<file path="src/rtl/rvcls_pkg.sv">
`default_nettype none
// ----------------------------------------------------------------------------
// RV32IMA instruction classifier package
// Instruction ids, major opcodes, function codes and the decode tables
// used by the classifier modules.
// ----------------------------------------------------------------------------
package rvcls_pkg;

  localparam int WordW = 32;
  localparam int IdW   = 7;

  typedef logic [IdW-1:0] instr_id_t;

  localparam instr_id_t ID_ILLEGAL   = 7'd0;
  localparam instr_id_t ID_LB        = 7'd1;
  localparam instr_id_t ID_LH        = 7'd2;
  localparam instr_id_t ID_LW        = 7'd3;
  localparam instr_id_t ID_LBU       = 7'd4;
  localparam instr_id_t ID_LHU       = 7'd5;
  localparam instr_id_t ID_FENCE     = 7'd6;
  localparam instr_id_t ID_FENCE_I   = 7'd7;
  localparam instr_id_t ID_ADDI      = 7'd8;
  localparam instr_id_t ID_SLLI      = 7'd9;
  localparam instr_id_t ID_SLTI      = 7'd10;
  localparam instr_id_t ID_SLTIU     = 7'd11;
  localparam instr_id_t ID_XORI      = 7'd12;
  localparam instr_id_t ID_SRLI      = 7'd13;
  localparam instr_id_t ID_SRAI      = 7'd14;
  localparam instr_id_t ID_ORI       = 7'd15;
  localparam instr_id_t ID_ANDI      = 7'd16;
  localparam instr_id_t ID_AUIPC     = 7'd17;
  localparam instr_id_t ID_SB        = 7'd18;
  localparam instr_id_t ID_SH        = 7'd19;
  localparam instr_id_t ID_SW        = 7'd20;
  localparam instr_id_t ID_AMOADD_W  = 7'd21;
  localparam instr_id_t ID_AMOSWAP_W = 7'd22;
  localparam instr_id_t ID_LR_W      = 7'd23;
  localparam instr_id_t ID_SC_W      = 7'd24;
  localparam instr_id_t ID_AMOXOR_W  = 7'd25;
  localparam instr_id_t ID_AMOOR_W   = 7'd26;
  localparam instr_id_t ID_AMOAND_W  = 7'd27;
  localparam instr_id_t ID_AMOMIN_W  = 7'd28;
  localparam instr_id_t ID_AMOMAX_W  = 7'd29;
  localparam instr_id_t ID_AMOMINU_W = 7'd30;
  localparam instr_id_t ID_AMOMAXU_W = 7'd31;
  localparam instr_id_t ID_ADD       = 7'd32;
  localparam instr_id_t ID_SLL       = 7'd33;
  localparam instr_id_t ID_SLT       = 7'd34;
  localparam instr_id_t ID_SLTU      = 7'd35;
  localparam instr_id_t ID_XOR       = 7'd36;
  localparam instr_id_t ID_SRL       = 7'd37;
  localparam instr_id_t ID_OR        = 7'd38;
  localparam instr_id_t ID_AND       = 7'd39;
  localparam instr_id_t ID_SUB       = 7'd40;
  localparam instr_id_t ID_SRA       = 7'd41;
  localparam instr_id_t ID_MUL       = 7'd42;
  localparam instr_id_t ID_MULH      = 7'd43;
  localparam instr_id_t ID_MULHSU    = 7'd44;
  localparam instr_id_t ID_MULHU     = 7'd45;
  localparam instr_id_t ID_DIV       = 7'd46;
  localparam instr_id_t ID_DIVU      = 7'd47;
  localparam instr_id_t ID_REM       = 7'd48;
  localparam instr_id_t ID_REMU      = 7'd49;
  localparam instr_id_t ID_LUI       = 7'd50;
  localparam instr_id_t ID_BEQ       = 7'd51;
  localparam instr_id_t ID_BNE       = 7'd52;
  localparam instr_id_t ID_BLT       = 7'd53;
  localparam instr_id_t ID_BGE       = 7'd54;
  localparam instr_id_t ID_BLTU      = 7'd55;
  localparam instr_id_t ID_BGEU      = 7'd56;
  localparam instr_id_t ID_JALR      = 7'd57;
  localparam instr_id_t ID_JAL       = 7'd58;
  localparam instr_id_t ID_ECALL     = 7'd59;
  localparam instr_id_t ID_EBREAK    = 7'd60;
  localparam instr_id_t ID_CSRRW     = 7'd61;
  localparam instr_id_t ID_CSRRS     = 7'd62;
  localparam instr_id_t ID_CSRRC     = 7'd63;
  localparam instr_id_t ID_CSRRWI    = 7'd64;
  localparam instr_id_t ID_CSRRSI    = 7'd65;
  localparam instr_id_t ID_CSRRCI    = 7'd66;
  localparam instr_id_t ID_LAST      = ID_CSRRCI;

  localparam logic [1:0] LEN_32BIT = 2'b11;

  localparam logic [4:0] OP_LOAD     = 5'h00;
  localparam logic [4:0] OP_MISC_MEM = 5'h03;
  localparam logic [4:0] OP_OP_IMM   = 5'h04;
  localparam logic [4:0] OP_AUIPC    = 5'h05;
  localparam logic [4:0] OP_STORE    = 5'h08;
  localparam logic [4:0] OP_AMO      = 5'h0b;
  localparam logic [4:0] OP_OP       = 5'h0c;
  localparam logic [4:0] OP_LUI      = 5'h0d;
  localparam logic [4:0] OP_BRANCH   = 5'h18;
  localparam logic [4:0] OP_JALR     = 5'h19;
  localparam logic [4:0] OP_JAL      = 5'h1b;
  localparam logic [4:0] OP_SYSTEM   = 5'h1c;

  localparam logic [2:0] F3_ADD    = 3'd0;
  localparam logic [2:0] F3_SLL    = 3'd1;
  localparam logic [2:0] F3_AMO_W  = 3'd2;
  localparam logic [2:0] F3_SR     = 3'd5;
  localparam logic [2:0] F3_FENCE  = 3'd0;
  localparam logic [2:0] F3_FENCEI = 3'd1;
  localparam logic [2:0] F3_PRIV   = 3'd0;

  localparam logic [6:0] F7_BASE   = 7'h00;
  localparam logic [6:0] F7_MULDIV = 7'h01;
  localparam logic [6:0] F7_ALT    = 7'h20;

  localparam logic [4:0]  AMO_LR     = 5'h02;
  localparam logic [11:0] IMM_ECALL  = 12'h000;
  localparam logic [11:0] IMM_EBREAK = 12'h001;

  localparam instr_id_t LOAD_IDS [8] = '{
    ID_LB, ID_LH, ID_LW, ID_ILLEGAL, ID_LBU, ID_LHU, ID_ILLEGAL, ID_ILLEGAL
  };
  localparam instr_id_t STORE_IDS [8] = '{
    ID_SB, ID_SH, ID_SW, ID_ILLEGAL, ID_ILLEGAL, ID_ILLEGAL, ID_ILLEGAL, ID_ILLEGAL
  };
  localparam instr_id_t IMM_IDS [8] = '{
    ID_ADDI, ID_SLLI, ID_SLTI, ID_SLTIU, ID_XORI, ID_SRLI, ID_ORI, ID_ANDI
  };
  localparam instr_id_t ALU_IDS [8] = '{
    ID_ADD, ID_SLL, ID_SLT, ID_SLTU, ID_XOR, ID_SRL, ID_OR, ID_AND
  };
  localparam instr_id_t MULDIV_IDS [8] = '{
    ID_MUL, ID_MULH, ID_MULHSU, ID_MULHU, ID_DIV, ID_DIVU, ID_REM, ID_REMU
  };
  localparam instr_id_t BRANCH_IDS [8] = '{
    ID_BEQ, ID_BNE, ID_ILLEGAL, ID_ILLEGAL, ID_BLT, ID_BGE, ID_BLTU, ID_BGEU
  };
  localparam instr_id_t CSR_IDS [8] = '{
    ID_ILLEGAL, ID_CSRRW, ID_CSRRS, ID_CSRRC,
    ID_ILLEGAL, ID_CSRRWI, ID_CSRRSI, ID_CSRRCI
  };
  localparam instr_id_t AMO_IDS [32] = '{
    ID_AMOADD_W, ID_AMOSWAP_W, ID_LR_W, ID_SC_W,
    ID_AMOXOR_W, ID_ILLEGAL, ID_ILLEGAL, ID_ILLEGAL,
    ID_AMOOR_W, ID_ILLEGAL, ID_ILLEGAL, ID_ILLEGAL,
    ID_AMOAND_W, ID_ILLEGAL, ID_ILLEGAL, ID_ILLEGAL,
    ID_AMOMIN_W, ID_ILLEGAL, ID_ILLEGAL, ID_ILLEGAL,
    ID_AMOMAX_W, ID_ILLEGAL, ID_ILLEGAL, ID_ILLEGAL,
    ID_AMOMINU_W, ID_ILLEGAL, ID_ILLEGAL, ID_ILLEGAL,
    ID_AMOMAXU_W, ID_ILLEGAL, ID_ILLEGAL, ID_ILLEGAL
  };

endpackage
`default_nettype wire

</file>
<file path="src/rtl/rv32ima_instruction_classifier_top.sv">
`default_nettype none
// ----------------------------------------------------------------------------
// RV32IMA instruction classifier, top level
// Registers each instruction word, decodes it and registers the result.
// ----------------------------------------------------------------------------
// The classifier takes one 32-bit instruction word per transfer and returns
// one result per word, in order: a dense instruction id from 0 to 66 and an
// illegal flag that is set exactly when the id is 0. The result of a word
// passes through the input register and then the result register before it
// appears on the output. While the output is not stalled a new word can be
// taken in every cycle, so the sustained rate is one instruction per cycle;
// the single field decoder between the two registers is combinational and
// does not limit that rate. When the output is stalled the two registers
// fill and the input stops taking words until a result leaves.
module rv32ima_instruction_classifier_top
  import rvcls_pkg::*;
(
  input  wire logic             clk,
  input  wire logic             rst,
  input  wire logic             in_valid,
  output logic                  in_ready,
  input  wire logic [WordW-1:0] instruction_word,
  output logic                  out_valid,
  input  wire logic             out_ready,
  output instr_id_t             instruction_id,
  output logic                  is_illegal
);

  logic             s1_valid;
  logic [WordW-1:0] s1_word;
  logic             s1_adv;
  instr_id_t        dec_id;
  logic             dec_illegal;

  assign s1_adv   = s1_valid && (!out_valid || out_ready);
  assign in_ready = !s1_valid || s1_adv;

  always_ff @(posedge clk) begin
    if (rst) begin
      s1_valid <= 1'b0;
    end else if (in_ready) begin
      s1_valid <= in_valid;
    end
  end

  always_ff @(posedge clk) begin
    if (in_valid && in_ready) begin
      s1_word <= instruction_word;
    end
  end

  rvcls_decode u_decode (
    .word    (s1_word),
    .id      (dec_id),
    .illegal (dec_illegal)
  );

  always_ff @(posedge clk) begin
    if (rst) begin
      out_valid <= 1'b0;
    end else if (!out_valid || out_ready) begin
      out_valid <= s1_valid;
    end
  end

  always_ff @(posedge clk) begin
    if (s1_adv) begin
      instruction_id <= dec_id;
      is_illegal     <= dec_illegal;
    end
  end

  a_flag_matches_id: assert property (@(posedge clk) disable iff (rst)
    out_valid |-> (is_illegal == (instruction_id == ID_ILLEGAL)))
    else $error("illegal flag disagrees with the instruction id");

  a_id_in_range: assert property (@(posedge clk) disable iff (rst)
    out_valid |-> (instruction_id <= ID_LAST))
    else $error("instruction id beyond the last defined id");

  a_input_lands: assert property (@(posedge clk) disable iff (rst)
    (in_valid && in_ready) |=> s1_valid)
    else $error("accepted word did not reach the decode stage");

  a_result_moves: assert property (@(posedge clk) disable iff (rst)
    s1_adv |=> (out_valid && instruction_id == $past(dec_id)))
    else $error("decoded result was not captured in the result register");

endmodule
`default_nettype wire

</file>
<file path="src/rtl/rvcls_decode.sv">
`default_nettype none
// ----------------------------------------------------------------------------
// RV32IMA instruction field decoder
// Matches the fields of one instruction word against the supported
// encodings and gives the dense instruction id and the illegal flag.
// ----------------------------------------------------------------------------
module rvcls_decode
  import rvcls_pkg::*;
(
  input  wire logic [WordW-1:0] word,
  output instr_id_t             id,
  output logic                  illegal
);

  logic [4:0]  op;
  logic [2:0]  f3;
  logic [6:0]  f7;
  logic [4:0]  rd;
  logic [4:0]  rs1;
  logic [4:0]  rs2;
  logic [11:0] imm;
  logic [4:0]  amo_top;

  assign op      = word[6:2];
  assign f3      = word[14:12];
  assign f7      = word[31:25];
  assign rd      = word[11:7];
  assign rs1     = word[19:15];
  assign rs2     = word[24:20];
  assign imm     = word[31:20];
  assign amo_top = word[31:27];

  always_comb begin
    id = ID_ILLEGAL;
    if (word[1:0] == LEN_32BIT) begin
      unique case (op)
        OP_LOAD: begin
          id = LOAD_IDS[f3];
        end
        OP_MISC_MEM: begin
          if (rd == 5'd0 && rs1 == 5'd0) begin
            if (f3 == F3_FENCE) begin
              id = ID_FENCE;
            end else if (f3 == F3_FENCEI) begin
              id = ID_FENCE_I;
            end
          end
        end
        OP_OP_IMM: begin
          if (f3 == F3_SLL) begin
            if (f7 == F7_BASE) begin
              id = ID_SLLI;
            end
          end else if (f3 == F3_SR) begin
            if (f7 == F7_BASE) begin
              id = ID_SRLI;
            end else if (f7 == F7_ALT) begin
              id = ID_SRAI;
            end
          end else begin
            id = IMM_IDS[f3];
          end
        end
        OP_AUIPC: begin
          id = ID_AUIPC;
        end
        OP_STORE: begin
          id = STORE_IDS[f3];
        end
        OP_AMO: begin
          if (f3 == F3_AMO_W && (amo_top != AMO_LR || rs2 == 5'd0)) begin
            id = AMO_IDS[amo_top];
          end
        end
        OP_OP: begin
          if (f7 == F7_BASE) begin
            id = ALU_IDS[f3];
          end else if (f7 == F7_MULDIV) begin
            id = MULDIV_IDS[f3];
          end else if (f7 == F7_ALT) begin
            if (f3 == F3_ADD) begin
              id = ID_SUB;
            end else if (f3 == F3_SR) begin
              id = ID_SRA;
            end
          end
        end
        OP_LUI: begin
          id = ID_LUI;
        end
        OP_BRANCH: begin
          id = BRANCH_IDS[f3];
        end
        OP_JALR: begin
          if (f3 == F3_ADD) begin
            id = ID_JALR;
          end
        end
        OP_JAL: begin
          id = ID_JAL;
        end
        OP_SYSTEM: begin
          if (f3 == F3_PRIV) begin
            if (rd == 5'd0 && rs1 == 5'd0) begin
              if (imm == IMM_ECALL) begin
                id = ID_ECALL;
              end else if (imm == IMM_EBREAK) begin
                id = ID_EBREAK;
              end
            end
          end else begin
            id = CSR_IDS[f3];
          end
        end
        default: begin
          id = ID_ILLEGAL;
        end
      endcase
    end
  end

  assign illegal = (id == ID_ILLEGAL);

endmodule
`default_nettype wire
</file>
<file path="config.mk">
export PLATFORM = sky130hd
export DESIGN_NAME = rv32ima_instruction_classifier_top
export DESIGN_NICKNAME = d
export VERILOG_FILES = /design/src/rtl/rvcls_pkg.sv /design/src/rtl/rv32ima_instruction_classifier_top.sv /design/src/rtl/rvcls_decode.sv
export SDC_FILE = /design/constraint.sdc
export NUM_CORES = 1
export LEC_CHECK = 0
export ABC_AREA = 1
export BUFFER_PORTS_ARGS = -buffer_cell sky130_fd_sc_hd__buf_2
export CORE_MARGIN = 5
export CORE_UTILIZATION = 35
export DETAILED_ROUTE_END_ITERATION = 8
export GPL_ROUTABILITY_DRIVEN = 0
export PLACE_DENSITY = 0.53
export SYNTH_ARGS = -nofsm -noshare
export SYNTH_HDL_FRONTEND = slang
export SYNTH_SLANG_ARGS = --single-unit
</file>
<file path="constraint.sdc">
create_clock -name clk -period 2.5 [get_ports clk]
set_clock_uncertainty 0.15 [all_clocks]
set_input_delay 0.375 -clock clk [delete_from_list [all_inputs] [get_ports clk]]
set_output_delay 0.375 -clock clk [all_outputs]
set_load 0.02 [all_outputs]
</file>
==> flow_summary.ini <==
[logic_synthesis]
synth_top_family_by_area = simple AND/OR/NAND/NOR gates
syn_inst = 333
synthSimpleGateAreaFrac_pct = 32.6
synth.avg_cell_area_sq_um = 7.96
syn_area_sq_um = 2650
synth_compound_area_share_pct = 6.28
yosysSeqAreaShare_pct = 46.8
synth_xor_area_share_pct = 0
synth_adder_area_share_pct = 7.08
yosysWarnings = 0
synth_mux_area_share_pct = 0
ys_types = 27
postSynthNetCount = 384
synth-seq-cells = 42

[cts]
cts_tree = built
clock_path_buffers = 2
cts_hold_buffers = 0
clkSinkCount = 42
cts_max_level = 2
clk_pin_slew_ns = 0.10
cts_root_buf = clkbuf_8
clk-insertion-delay-late_ns = 0.31
cts_inserted_buffers = 5

[layout]
syn_to_final_growth_pct = 19.7
fillerInstances = 744
drive_gt1_share_pct = 21.6
postLayoutCellArea_sq_um = 3170
antenna_cells = 0
num-nets-final = 443

[place]
post-place-ws_ns = 0.203
placed_area_sq_um = 3030
io_buffer_count = 45
dpl.hpwl_mm = 4.87

[sta]
finalSetupViolCount = 0
max_slew_margin_pct = 51.8
fin_crit_ns = 2.29
max_freq_mhz = 437
rsz0062_at_grt = no
hold_viol = 0
tns_ns = 0
slew_violations = 0
postLayoutSetupSlackWorst_ns = 0.213
fin_crit_sh_pct = 91.5
tightest_slew_ns = 0.723

[drt]
wl_per_cell_microns = 12.4
viasPerCell = 4.65
vias = 2289
drcViolationCount = 0
dr.pass1.iters = 4
ant_nets = 0
totalWireLength_mm = 6.10
drt-initial-drc-count = 166

[power_and_ir_drop]
p_seq_share_pct = 52.2
power_frac_clock_pct = 35.7
p_comb_share_pct = 12.2
p_switching_uw = 415
cellPowerDensity_nw_per_um2 = 506
swShare_pct = 25.9
ir_drop_uv = 276
leakage_nw = 1.50
p_int_mw = 1.19

[setup_path]
crit_required_ns = 2.41
r2r-start = s1_word[27]
start_kind = flop
crit_path_end_kind = flop
path_class = reg -> reg
crit_start = s1_word[27]
cp.arrival_ns = 2.20
critical_path_peak_fanout = 6

[hold_path]
hold_path_startpoint = instruction_word[27]
worstHoldPathType = in -> reg

[floorplanning]
core_sq_um = 7330
die_w_microns = 97.0
rows = 31
design.die.area_sq_um = 9410
initial_utilization_pct = 36.1
ios = 46
die_h_microns = 97.0

[global_route]
grt_max_degree = 33
antenna_found_initial = 0
grt_pass1_wl_mm = 10.0
grtUsageTotal_pct = 13.1
grt_pass1_vias = 2186
globalRouteOverflowTotal = 0

[outcome]
status = completed

[flow_run]
drv_cap = 0
## layout by cell type, fill, tap and decap left out, drive strengths merged, types with 2 or more instances in the layout
| master | Yosys | final |
|---|---|---|
| nand2 | 80 | 80 |
| nor2 | 77 | 77 |
| buf | 1 | 53 |
| inv | 49 | 50 |
| edfxtp | 40 | 40 |
| nand3 | 27 | 27 |
| o21ai | 17 | 17 |
| ha | 15 | 15 |
| a21oi | 8 | 8 |
| nand4 | 5 | 5 |
| clkbuf | 0 | 5 |
| nor3 | 3 | 3 |
| nand3b | 2 | 2 |
| dfxtp | 2 | 2 |
| a211oi | 2 | 2 |
## through the flow
stage	std cells	hold WS, ns	utilization [%]	total power, mW
finish	492	0.0844	43.3	1.61
global route	492	0.0738	43.3	1.69
CTS	489	0.0783	42.9	1.62
detailed placement	481	0.319	41.3	1.05
global placement	481	0.303	41.3	1.05
floorplan	333	0.294	-	0.972
## cell families after synthesis
group           Yosys count
simple gates            196
buf+inv                  50
flops                    42
fa+ha+maj                15
compound gates           30
## cell type report
class / instances / area (sq um) / share of cell area, %
Inverter: 49 / 184 / 5.80
Clock buffer: 5 / 68.8 / 2.17
Multi-Input combinational cell: 241 / 1220 / 38.5
Sequential cell: 42 / 1240 / 39.1
Tap cell: 99 / 124 / 3.91
Timing Repair Buffer: 53 / 285 / 8.99
Clock inverter: 3 / 48.8 / 1.54
## power groups by stage
stage               clock network (mW)  registers (mW)  logic (mW)
finish                           0.572           0.837       0.196
global route                     0.624           0.843       0.220
CTS                              0.590           0.838       0.193
detailed placement                   0           0.855       0.192
global placement                     0           0.854       0.192
floorplan                            0           0.858       0.114
## repair_timing
action / 4_1_cts / 5_1_grt
setup buffers: 0 / 3
resized for setup: 0 / 1
endpoints found under the setup margin: 0 / 1
## registers in the layout (all words and copies together), names as in the netlist
name,count
instruction_id,7
is_illegal,1
out_valid,1
s1_valid,1
s1_word,32
## cells in the mapped netlist
cell / n / area, sq um
nand2_1: 73 / 274
nor2_1: 70 / 263
inv_1: 43 / 161
edfxtp_1: 40 / 1200
nand3_1: 27 / 135
o21ai_0: 16 / 80.1
ha_1: 15 / 188
a21oi_1: 8 / 40.0
inv_2: 6 / 22.5
nand2_2: 6 / 37.5
nand4_1: 5 / 31.3
nor2_4: 4 / 45.0
nor2_2: 3 / 18.8
dfxtp_1: 2 / 40.0
nand3b_1: 2 / 15.0
nor3_1: 2 / 10.0
a211oi_1: 1 / 7.51
a211oi_2: 1 / 12.5
a31oi_1: 1 / 6.26
and2_1: 1 / 6.26
buf_4: 1 / 7.51
nand2_4: 1 / 11.3
nor3_2: 1 / 10.0
o21a_1: 1 / 7.51
o21ai_1: 1 / 5.00
o21bai_1: 1 / 7.51
or2_2: 1 / 6.26
## critical path: stages (launching register included)
cell and delay, ns:
edfxtp_1 0.46, inv_1 0.11, ha_2 0.23, nand2_1 0.08, nor2_2 0.23, inv_1 0.12, nand2_1 0.07, nand3_1 0.08
nand3_1 0.13, nor2_1 0.07, nor2_1 0.14, nor2_1 0.07, nand2_1 0.08, nor2_2 0.03
## path summary, 6_finish.rpt
kind / end / slack (ns) / cells past startpoint
hold / removal: s1_word[27] / 0.08 / 1
setup reg to reg: is_illegal / 0.21 / 13
setup / recovery: is_illegal / 0.21 / 13
hold reg to reg: out_valid / 0.33 / 2
## per-layer routing
layer / wire [microns] / vias to the layer above / GRT usage, %
met5: 0 / - / 0
met4: 189 / 0 / 5.62
met3: 444 / 17 / 3.74
met2: 2840 / 80 / 21.7
met1: 2630 / 1002 / 15.7
li1: - / 1190 / -
Power figures use the tool's default switching activity.
